### src/rtl/rwrs_pkg.sv
// shared types and constants for the rank weighted roulette selector
// no dependencies; used by rank_weighted_roulette_selector_top

package rwrs_pkg;

	localparam int POPULATION   = 64;
	localparam int RESULT_LIMIT = 64;

	localparam int IDX_W   = $clog2(POPULATION);
	localparam int CNT_W   = $clog2(POPULATION + 1);
	localparam int FIT_W   = 32;
	localparam int DRAW_W  = 24;
	localparam int IND_W   = 8;
	localparam int ELITE_W = 7;

	localparam logic [ELITE_W-1:0] ELITE_RESET = ELITE_W'(6);
	localparam int ELITE_MAX = (POPULATION < RESULT_LIMIT) ? POPULATION : RESULT_LIMIT;

	// sum of r*r over all ranks
	localparam int WEIGHT_TOTAL = ((POPULATION - 1) * POPULATION * (2 * POPULATION - 1)) / 6;

	localparam logic KIND_LOAD = 1'b0;
	localparam logic KIND_DRAW = 1'b1;

	typedef enum logic [1:0] {
		ERR_OK       = 2'd0,
		ERR_RANGE    = 2'd1,
		ERR_UNRANKED = 2'd2
	} err_t;

	typedef enum logic [3:0] {
		S_IDLE,
		S_SORT_KEY,
		S_SORT_SCAN,
		S_SORT_DRAIN,
		S_SORT_WR,
		S_ELITE_RD,
		S_ELITE_OUT,
		S_WALK,
		S_DRAW_OUT
	} state_t;

endpackage

### src/rtl/rank_weighted_roulette_selector_top.sv
// rank weighted roulette selector: fitness and rank memories with sort, elite and draw sequencer
// depends on rwrs_pkg
//
// a load that does not complete the population only writes the fitness memory
// the completing load sorts, counting for each individual the entries below it (one fitness
// memory read a cycle), then emits each elite through a rank memory read; output can stall it
// a draw walks cumulative squared ranks until the sum passes it; out of range takes the top rank
// reset clears control state, load count and ranked flag, sets elite count to 6; memories hold
// garbage until loaded and need no clearing pass

module rank_weighted_roulette_selector_top (
	input  logic                          clk,
	input  logic                          arst_n,
	input  logic                          cfg_we,
	input  logic [rwrs_pkg::ELITE_W-1:0]  cfg_wdata,
	input  logic                          in_valid,
	output logic                          in_ready,
	input  logic                          kind,
	input  logic [rwrs_pkg::FIT_W-1:0]    fitness_value,
	input  logic [rwrs_pkg::DRAW_W-1:0]   draw_value,
	output logic                          out_valid,
	input  logic                          out_ready,
	output logic [rwrs_pkg::IND_W-1:0]    individual,
	output logic                          is_elite,
	output logic                          last,
	output logic [1:0]                    error
);

	localparam int P      = rwrs_pkg::POPULATION;
	localparam int IDX_W  = rwrs_pkg::IDX_W;
	localparam int CNT_W  = rwrs_pkg::CNT_W;
	localparam int FIT_W  = rwrs_pkg::FIT_W;
	localparam int DRAW_W = rwrs_pkg::DRAW_W;
	localparam int IND_W  = rwrs_pkg::IND_W;
	localparam int ELT_W  = rwrs_pkg::ELITE_W;

	localparam logic [IDX_W-1:0] IDX_LAST = IDX_W'(P - 1);

	rwrs_pkg::state_t state_q, state_d;

	// control registers
	logic [CNT_W-1:0] load_count_q;
	logic             ranked_q;
	logic [ELT_W-1:0] elite_count_q;
	logic             out_valid_q;
	logic             cmp_valid_s1;

	// datapath registers
	logic [IDX_W-1:0]  i_q, j_q, pos_q, r_q, j_s1;
	logic [FIT_W-1:0]  key_q;
	logic [ELT_W-1:0]  n_q;
	logic [DRAW_W-1:0] draw_q, sum_q;
	rwrs_pkg::err_t    err_q;
	logic [IND_W-1:0]  out_ind_q;
	logic              out_elite_q, out_last_q;
	rwrs_pkg::err_t    out_err_q;

	// memories
	logic [FIT_W-1:0] fit_mem [P];
	logic [IND_W-1:0] rank_mem [P];
	logic [FIT_W-1:0] fit_rd_s1;
	logic [IND_W-1:0] rank_rd_s1;

	logic             fit_we, rank_we, rank_re;
	logic [IDX_W-1:0] fit_waddr, fit_raddr, rank_raddr;
	logic             out_load, slot_free;
	logic             load_wrap, load_last, accept;
	logic             below;
	logic [ELT_W-1:0] elite_total;
	logic             elite_last;
	logic [2*IDX_W-1:0]  r_sq;
	logic [DRAW_W-1:0]   sum_next;
	logic [IND_W-1:0]    out_ind_d;
	logic                out_elite_d, out_last_d;
	rwrs_pkg::err_t      out_err_d;

	assign accept    = in_valid && in_ready;
	assign slot_free = !out_valid_q || out_ready;
	assign load_wrap = (load_count_q == CNT_W'(P));
	assign load_last = !load_wrap && (load_count_q == CNT_W'(P - 1));
	assign fit_waddr = load_wrap ? '0 : load_count_q[IDX_W-1:0];

	// stable order: on equal fitness the earlier individual ranks lower
	assign below = ($signed(fit_rd_s1) < $signed(key_q))
		|| ((fit_rd_s1 == key_q) && (j_s1 < i_q));

	assign elite_total = (elite_count_q > ELT_W'(rwrs_pkg::ELITE_MAX))
		? ELT_W'(rwrs_pkg::ELITE_MAX) : elite_count_q;
	assign elite_last  = ((n_q + ELT_W'(1)) == elite_total);

	assign r_sq     = r_q * r_q;
	assign sum_next = sum_q + DRAW_W'(r_sq);

	always_comb begin
		state_d     = state_q;
		in_ready    = 1'b0;
		fit_we      = 1'b0;
		fit_raddr   = '0;
		rank_we     = 1'b0;
		rank_re     = 1'b0;
		rank_raddr  = '0;
		out_load    = 1'b0;
		out_ind_d   = rank_rd_s1;
		out_elite_d = 1'b0;
		out_last_d  = 1'b1;
		out_err_d   = err_q;
		case (state_q)
			rwrs_pkg::S_IDLE: begin
				in_ready = 1'b1;
				if (in_valid) begin
					if (kind == rwrs_pkg::KIND_LOAD) begin
						fit_we = 1'b1;
						if (load_last) state_d = rwrs_pkg::S_SORT_KEY;
					end else if (!ranked_q) begin
						state_d = rwrs_pkg::S_DRAW_OUT;
					end else begin
						state_d = rwrs_pkg::S_WALK;
					end
				end
			end
			rwrs_pkg::S_SORT_KEY: begin
				fit_raddr = i_q;
				state_d   = rwrs_pkg::S_SORT_SCAN;
			end
			rwrs_pkg::S_SORT_SCAN: begin
				fit_raddr = j_q;
				if (j_q == IDX_LAST) state_d = rwrs_pkg::S_SORT_DRAIN;
			end
			rwrs_pkg::S_SORT_DRAIN: begin
				state_d = rwrs_pkg::S_SORT_WR;
			end
			rwrs_pkg::S_SORT_WR: begin
				rank_we = 1'b1;
				if (i_q != IDX_LAST) begin
					state_d = rwrs_pkg::S_SORT_KEY;
				end else if (elite_total == '0) begin
					state_d = rwrs_pkg::S_IDLE;
				end else begin
					state_d = rwrs_pkg::S_ELITE_RD;
				end
			end
			rwrs_pkg::S_ELITE_RD: begin
				rank_re    = 1'b1;
				rank_raddr = IDX_LAST - IDX_W'(n_q);
				state_d    = rwrs_pkg::S_ELITE_OUT;
			end
			rwrs_pkg::S_ELITE_OUT: begin
				out_elite_d = 1'b1;
				out_last_d  = elite_last;
				out_err_d   = rwrs_pkg::ERR_OK;
				if (slot_free) begin
					out_load = 1'b1;
					state_d  = elite_last ? rwrs_pkg::S_IDLE : rwrs_pkg::S_ELITE_RD;
				end
			end
			rwrs_pkg::S_WALK: begin
				if (err_q == rwrs_pkg::ERR_RANGE) begin
					rank_re    = 1'b1;
					rank_raddr = IDX_LAST;
					state_d    = rwrs_pkg::S_DRAW_OUT;
				end else if ((sum_next > draw_q) || (r_q == IDX_LAST)) begin
					rank_re    = 1'b1;
					rank_raddr = r_q;
					state_d    = rwrs_pkg::S_DRAW_OUT;
				end
			end
			rwrs_pkg::S_DRAW_OUT: begin
				if (err_q == rwrs_pkg::ERR_UNRANKED) out_ind_d = '0;
				if (slot_free) begin
					out_load = 1'b1;
					state_d  = rwrs_pkg::S_IDLE;
				end
			end
			default: begin
				state_d = rwrs_pkg::S_IDLE;
			end
		endcase
	end

	always_ff @(posedge clk or negedge arst_n) begin
		if (!arst_n) begin
			state_q <= rwrs_pkg::S_IDLE;
		end else begin
			state_q <= state_d;
		end
	end

	always_ff @(posedge clk or negedge arst_n) begin
		if (!arst_n) begin
			load_count_q  <= '0;
			ranked_q      <= 1'b0;
			elite_count_q <= rwrs_pkg::ELITE_RESET;
			out_valid_q   <= 1'b0;
			cmp_valid_s1  <= 1'b0;
		end else begin
			if (cfg_we) elite_count_q <= cfg_wdata;
			if (accept && (kind == rwrs_pkg::KIND_LOAD)) begin
				if (load_wrap) begin
					load_count_q <= CNT_W'(1);
					ranked_q     <= 1'b0;
				end else begin
					load_count_q <= load_count_q + CNT_W'(1);
				end
			end
			if ((state_q == rwrs_pkg::S_SORT_WR) && (i_q == IDX_LAST)) ranked_q <= 1'b1;
			if (out_load) begin
				out_valid_q <= 1'b1;
			end else if (out_ready) begin
				out_valid_q <= 1'b0;
			end
			cmp_valid_s1 <= (state_q == rwrs_pkg::S_SORT_SCAN);
		end
	end

	always_ff @(posedge clk) begin
		j_s1 <= j_q;
		if (accept && (kind == rwrs_pkg::KIND_LOAD)) i_q <= '0;
		if (accept && (kind == rwrs_pkg::KIND_DRAW)) begin
			draw_q <= draw_value;
			r_q    <= '0;
			sum_q  <= '0;
			if (!ranked_q) begin
				err_q <= rwrs_pkg::ERR_UNRANKED;
			end else if (draw_value >= DRAW_W'(rwrs_pkg::WEIGHT_TOTAL)) begin
				err_q <= rwrs_pkg::ERR_RANGE;
			end else begin
				err_q <= rwrs_pkg::ERR_OK;
			end
		end
		if (state_q == rwrs_pkg::S_SORT_KEY) begin
			pos_q <= '0;
			j_q   <= '0;
		end else if (cmp_valid_s1 && below) begin
			pos_q <= pos_q + IDX_W'(1);
		end
		if (state_q == rwrs_pkg::S_SORT_SCAN) begin
			j_q <= j_q + IDX_W'(1);
			// read data still holds the key fetched in SORT_KEY
			if (j_q == '0) key_q <= fit_rd_s1;
		end
		if (state_q == rwrs_pkg::S_SORT_WR) begin
			i_q <= i_q + IDX_W'(1);
			n_q <= '0;
		end
		if (state_q == rwrs_pkg::S_WALK) begin
			r_q   <= r_q + IDX_W'(1);
			sum_q <= sum_next;
		end
		if ((state_q == rwrs_pkg::S_ELITE_OUT) && slot_free) n_q <= n_q + ELT_W'(1);
		if (out_load) begin
			out_ind_q   <= out_ind_d;
			out_elite_q <= out_elite_d;
			out_last_q  <= out_last_d;
			out_err_q   <= out_err_d;
		end
	end

	always_ff @(posedge clk) begin
		if (fit_we) fit_mem[fit_waddr] <= fitness_value;
		fit_rd_s1 <= fit_mem[fit_raddr];
	end

	always_ff @(posedge clk) begin
		if (rank_we) rank_mem[pos_q] <= IND_W'(i_q);
		if (rank_re) rank_rd_s1 <= rank_mem[rank_raddr];
	end

	assign out_valid  = out_valid_q;
	assign individual = out_ind_q;
	assign is_elite   = out_elite_q;
	assign last       = out_last_q;
	assign error      = out_err_q;

	a_elite_ok: assert property (@(posedge clk) disable iff (!arst_n)
		(out_valid_q && out_elite_q) |-> (out_err_q == rwrs_pkg::ERR_OK))
		else $error("elite item carries an error code");

	a_unranked_zero: assert property (@(posedge clk) disable iff (!arst_n)
		(out_valid_q && (out_err_q == rwrs_pkg::ERR_UNRANKED)) |->
		((out_ind_q == '0) && !out_elite_q && out_last_q))
		else $error("unranked draw answer is malformed");

	a_sort_start: assert property (@(posedge clk) disable iff (!arst_n)
		(accept && (kind == rwrs_pkg::KIND_LOAD) && load_last) |=>
		((state_q == rwrs_pkg::S_SORT_KEY) && (load_count_q == CNT_W'(P))))
		else $error("completing load did not start the sort");

	a_ranked_full: assert property (@(posedge clk) disable iff (!arst_n)
		ranked_q |-> (load_count_q == CNT_W'(P)))
		else $error("ranked with an incomplete population");

	a_out_no_overwrite: assert property (@(posedge clk) disable iff (!arst_n)
		out_load |-> slot_free)
		else $error("output register overwritten while held");

endmodule

### config.mk
export PLATFORM = sky130hd
export DESIGN_NAME = rank_weighted_roulette_selector_top
export DESIGN_NICKNAME = d
export VERILOG_FILES = /design/src/rtl/rwrs_pkg.sv /design/src/rtl/rank_weighted_roulette_selector_top.sv
export SDC_FILE = /design/constraint.sdc
export NUM_CORES = 2
export LEC_CHECK = 0
export BUFFER_PORTS_ARGS = -buffer_cell sky130_fd_sc_hd__buf_4
export CAP_MARGIN = 20
export CORE_MARGIN = 2
export CORE_UTILIZATION = 55
export CTS_BUF_LIST = sky130_fd_sc_hd__clkbuf_4 sky130_fd_sc_hd__clkbuf_8
export CTS_CLUSTER_SIZE = 25
export DETAILED_ROUTE_END_ITERATION = 16
export GPL_TIMING_DRIVEN = 0
export PLACE_DENSITY = 0.71
export SYNTH_ARGS = -nofsm -noshare
export SYNTH_HDL_FRONTEND = slang
export SYNTH_SLANG_ARGS = --single-unit
### constraint.sdc
create_clock -name clk -period 10.25 [get_ports clk]
set_input_delay 1.5375 -clock clk [delete_from_list [all_inputs] [get_ports clk]]
set_output_delay 1.5375 -clock clk [all_outputs]
set_load 0.005 [all_outputs]
## Yosys cells after proc, flatten, opt, wreduce, memory -nomap -nowiden

Memory sizes are Yosys's and may differ from the RTL's. A register that Yosys moved wholly into a read port is not among the register bits.
Index checks and enable logic that the tools add are counted.
Widths: inputs -> output; s select.

- Logic and storage cells: 142
- Register bits after elaboration: 160
- Memory bits (writable): 2432
- Output and inout port bits: 14
- Memories: 2
- Bits of input ports: 69

Memories:

| name | words | width | rd ports | clocked after Yosys merged registers in | wr ports | RTL line | text |
|---|---|---|---|---|---|---|---|
| fit_mem | 64 | 32 | 1 | 1 | 1 | rank_weighted_roulette_selector_top.sv:59 | `logic [FIT_W-1:0] fit_mem [P];` |
| rank_mem | 64 | 6 | 1 | 1 | 1 | rank_weighted_roulette_selector_top.sv:60 | `logic [IND_W-1:0] rank_mem [P];` |

- Magnitude comparators: 5
- Equality and inequality tests: 24
- $mul: 1
- Mux-type cells: 53
- Reduce and logical (&&, ||, !) cells: 27
- $add $sub $neg: 8
- Bitwise logic cells: 1

Operator list:

| cell | number |
|---|---|
| $mux 6 | 9 |
| $mux 24 | 2 |
| $mux 4 | 9 |
| $pmux 4 s9 | 1 |
| $eq 32x32->1 | 1 |
| $lt 32x32->1 | 1 |
| $mux 7 | 4 |
| $add 24x12->24 | 1 |
| $add 6x1->6 const B | 4 |
| $ge 24x17->1 const B | 1 |
| $gt 24x24->1 | 1 |
| $pmux 6 s2 | 2 |
| $mux 1 | 20 |
| $eq 6x6->1 const B | 3 |
| $eq 4x3->1 const B | 4 |
| $mux 8 | 2 |
| $add 7x1->7 const B | 2 |
| $reduce_bool 2->1 | 7 |
| $mul 6x6->12 | 1 |
| $mux 3 | 3 |
| $eq 4x2->1 const B | 2 |
| $logic_and 1x1->1 | 8 |
| $ne 2x2->1 const B | 4 |
| $eq 7x6->1 const B | 1 |
| other kinds (21) | 26 |

## Longest topological paths before layout

- Depth after elaboration: 7
- Gate-level depth with buffers: 38
- Mapped depth without buffers: 32

## Least setup slack after synthesis

Ideal clock, no wire load.

- Path kind: flip-flop to flip-flop
- Start point: register r_q[2]
- End point: register rank_rd_s1[3] (read register of rank_mem), data pin
- Setup time: 273 ps
- Required time: 9977 ps
- Data arrival time: 7952 ps
- Period minus slack after synthesis: 8224 ps
- Stages on the path, launching flop included: 36
- Path buffers: 4
- Slack: 2026 ps
- Cells stage by stage: edfxtp_1 -> clkbuf_1 -> inv_1 -> nor2_1 -> fa_1 -> inv_1 -> fa_1 -> inv_1 -> fa_1 -> inv_1 -> fa_1 -> inv_1 -> ha_1 -> inv_1 -> o21bai_1 -> a21oi_1 -> nor2_1 -> o21a_1 -> o31a_1 -> o41ai_1 -> nor2_1 -> xor2_1 -> ha_1 -> nand4_1 -> nor4_2 -> and4_1 -> nand3_1 -> o21a_1 -> buf_6 -> a21oi_2 -> buf_2 -> buf_2 -> mux2i_1 -> a22oi_1 -> a2111oi_0 -> nand4_1

- Cells in the longest elaborated chain, start to end: 7
- Elaborated cells between the ends (all ways): 11
- Classes of those cells: add/sub: 1; mul: 1; order compare: 1; eq/ne: 1; mux: 6; reduce/logical: 1

RTL lines:

| what | RTL line | text |
|---|---|---|
| start, declared | rank_weighted_roulette_selector_top.sv:49 | `logic [IDX_W-1:0] i_q, j_q, pos_q, r_q, j_s1;` |
| start signal, assigned | rank_weighted_roulette_selector_top.sv:246 | `r_q <= r_q + IDX_W'(1);` |
| $mul 6x6->12 * | rank_weighted_roulette_selector_top.sv:91 | `assign r_sq = r_q * r_q;` |
| $add 24x12->24 * | rank_weighted_roulette_selector_top.sv:92 | `assign sum_next = sum_q + DRAW_W'(r_sq);` |
| named net sum_next[21] | rank_weighted_roulette_selector_top.sv:72 | `logic [DRAW_W-1:0] sum_next;` |
| $gt 24x24->1 * | rank_weighted_roulette_selector_top.sv:161 | `end else if ((sum_next > draw_q) \|\| (r_q == IDX_LAST)) begin` |
| $logic_or 1x1->1 * | rank_weighted_roulette_selector_top.sv:161 |  |
| $mux 6 or $mux 1 (tied branches) | rank_weighted_roulette_selector_top.sv:161 |  |
| $mux 6 or $mux 1 (tied branches) | rank_weighted_roulette_selector_top.sv:157 | `if (err_q == rwrs_pkg::ERR_RANGE) begin` |
| $pmux 6 s2 or $pmux 1 s2 (tied branches) | rank_weighted_roulette_selector_top.sv:107 | `case (state_q)` |
| end, declared | rank_weighted_roulette_selector_top.sv:62 | `logic [IND_W-1:0] rank_rd_s1;` |

The timed path passes the listed nets; every way through them passes the cells marked *.
A chain may end at the register's enable or synchronous reset.

## Worst setup path in the final report

- Start point: register r_q[3]
- End point: register rank_rd_s1[2] (read register of rank_mem), data pin

Same word-level chain as after synthesis.

==> metrics.txt <==
run status completed; kind of critical path reg2reg; largest net degree at the start of global routing 65; Clock Path Buffers 4; area delta synth->final 13.5%; Top Ports 83; crit path launch type register; Placer Congestion 1.02; vias in the first global route 69200; Total GRT Usage between 30% and 40%; max cap viols 0; NumNets Final between 9000 and 10000; post-synth cell types 75; RSZ-0062 raised after global routing no; Crit path top cell by count inv_1; setup ws final 0.365 ns; routed via count ~74000; Die H 444 µm; Syn Std Cell Area 106000 µm²; Routed Antenna Nets 0; post-synthesis sequential area ratio 73.4%; Synth top area share 72.1%; global-route wire length before repair 468 mm; Setup TNS Final 0 ns; Req. time, crit path around 11 ns; Syn Area/Cell between 10 and 15 µm²; Post-Place Cell Area between 100000 and 150000 µm²; Port-buffer cells 79; DIE AREA roughly 200000 µm²; Slew headroom 12.2%; Final setup viols 0; register area slightly below 80000 µm²; HPWL Detailed 219 mm; CTS root buf clkbuf_8; Reg clk slew, reported paths 0.06 ns; Worst Path Max Fanout 10; Fmax 0.101 GHz; initial drt markers 10800; hold crit path type in2async; final instance area 121000 µm²; Seq cells post-synth 2620; fillcell total 14300; hold_buf cts 0; slowest cell delay on critical path 0.61 ns; ys flop type edfxtp_1; H-tree Lvls 5; drt via density 6.28; Post-synth ARST share less than 1%; number of synthesized flops with an enable pin 2555; Slew @ Worst Pin 1.32 ns; top-count cell post-synth edfxtp_1; PD cells 170 nW/µm²; Detailed Route WL 330 mm; Hold Slack 0.323 ns; Core Box Area a little under 200000 µm²; Area contributors post-synth edfxtp_1 72%, nand2_1 7.8%, nand3_1 5.3%; clock sink total between 2000 and 3000; DR DRC count 0; Peak supply drop ~240 µV; top post-synthesis cells by count 2555 x edfxtp_1, 2218 x nand2_1, 1130 x nand3_1; post-synth top area cell edfxtp_1; synthesized instance count 8284; antenna violations before repair 37; worst path arrival time 10.84 ns; Initial DRT Pass Iterations 6; period utilization between 90% and 100%; skew final 0.122 ns; die width 444 µm; Hold Violations, Final 0; CP Capture Type register; CP max stage cell a221oi_1; later-pin clock latency in the skew report 1.13 ns; CTS tree built; Critical R2R Launch r_q[3]$_SDFFCE_PN0P_; starting density of the core 55.3%; grt total ovfl 0; Avg WL per Cell 28.1 µm; FP Rows 161; Post-Place Worst Slack -0.922 ns; CTS Buf Count 421; synth warn 0; Setup crit start r_q[3]$_SDFFCE_PN0P_; Leak Pwr between 0.03 and 0.04 µW; share of cells above drive strength 1 a little over a tenth; multi-input logic area roughly 26000 µm²; min cycle time layout 9.89 ns; Pins Over Slew Limit 0
## report_power, final
part | switching [µW] | internal, µW | total, µW
Combinational | 189 | 22.1 | 211
Sequential | 3.29 | 11700 | 11700
Clock | 4070 | 4530 | 8610
## per-stage QoR
step | instances | util [%] | total power (µW)
6_report | 11700 | 62.7 | 20500
5_1_grt | 11700 | 62.7 | 21000
4_1_cts | 11700 | 62.7 | 20600
3_5_place_dp | 11000 | 58.5 | 12200
2_1_floorplan | 8285 | - | 12000
3_3_place_gp | 10900 | 57.3 | 12100
## registers in the layout, indices dropped and copies added, names as in the netlist, 7 cells and up
register	cells
load_count_q	7
sum_q	24
elite_count_q	7
fit_rd_s1	32
rank_mem	384
key_q	32
n_q	7
fit_mem	2048
draw_q	24
## layout make-up
cell class	count	area share, %
flip-flops and latches	2620	64.7
diodes	12	0.0249
well taps	2526	2.62
repair buffers	178	2.12
multi-input cells	4997	21.8
clock inverters	156	0.672
clock buffers	577	5.83
inverters	118	0.367
plain buffers	548	1.81
## path summary, 6_finish.rpt
check / end / slack (ns) / cells after the start
hold reg to reg: key_q[21]$_DFFE_PP_ / 0.43 / 0
hold / removal: load_count_q[3]$_DFFE_PN0P_ / 0.32 / 1
setup reg to reg: rank_rd_s1[2]$_DFFE_PP_ / 0.36 / 35
min in group clk: key_q[21]$_DFFE_PP_ / 0.43 / 0
max in group asynchronous: elite_count_q[2]$_DFFE_PN1P_ / 9.60 / 1
setup / recovery: rank_rd_s1[2]$_DFFE_PP_ / 0.36 / 35
## kinds of logic (layout without fill, tap and decap cells)
| family | after synthesis | after routing | share of synthesized area [%] |
|---|---|---|---|
| other cells | 1 | 14 | 0.00353 |
| buf+inv | 668 | 1577 | 2.42 |
| simple gates | 3877 | 3877 | 15.8 |
| mux | 27 | 27 | 0.262 |
| xor+xnor | 51 | 51 | 0.420 |
| flops | 2620 | 2620 | 73.4 |
| fa+ha+maj | 107 | 107 | 1.36 |
| compound gates | 933 | 933 | 6.29 |
## critical path, delay by kind of cell (launching register included)
family / cells / cell delay, ns
xor gates and xnor gates: 1 / 0.18
DFF: 1 / 0.54
and+or+nand+nor: 9 / 1.74
adders and majority gates: 6 / 2.66
AOI/OAI and AO/OA: 9 / 2.65
buffers and inverters: 10 / 1.99
## per-layer routing
layer	global-route usage (%)	routed length, µm	vias up	part of all wire (%)
met1	44.2	121000	35900	37
met5	0	205	-	0.062
met4	16.9	18900	24	5.7
li1	-	-	31800	-
met3	7.36	39800	906	12
met2	50.6	150000	4960	45
## layout by cell type (no fill, tap or decap), types with 26 or more instances in the layout
| cell | n |
|---|---|
| buf_16 | 42 |
| a211oi_1 | 49 |
| clkbuf_1 | 435 |
| a21o_1 | 26 |
| a31oi_1 | 82 |
| a22o_1 | 57 |
| edfxtp_1 | 2555 |
| buf_4 | 97 |
| clkinv_2 | 37 |
| nor2_4 | 64 |
| ha_1 | 92 |
| clkbuf_4 | 150 |
| dfxtp_1 | 44 |
| xnor2_1 | 28 |
| clkbuf_2 | 26 |
| clkbuf_8 | 432 |
| and2_1 | 43 |
| o22ai_1 | 26 |
| buf_1 | 47 |
| nand3_1 | 1126 |
| buf_2 | 33 |
| and3_1 | 143 |
| a311oi_1 | 308 |
| nor2_1 | 154 |
| inv_1 | 117 |
| a21oi_1 | 266 |
| o21ai_0 | 31 |
| nand2_1 | 2218 |
| clkinv_1 | 104 |
## what timing repair did
action,4_1_cts,5_1_grt
setup endpoints to repair,5,5
setup buffers,0,3
endpoints found under the hold margin,0,0
gates resized for setup,12,44
pin swaps,0,2
(Power assumes the default switching activity.)
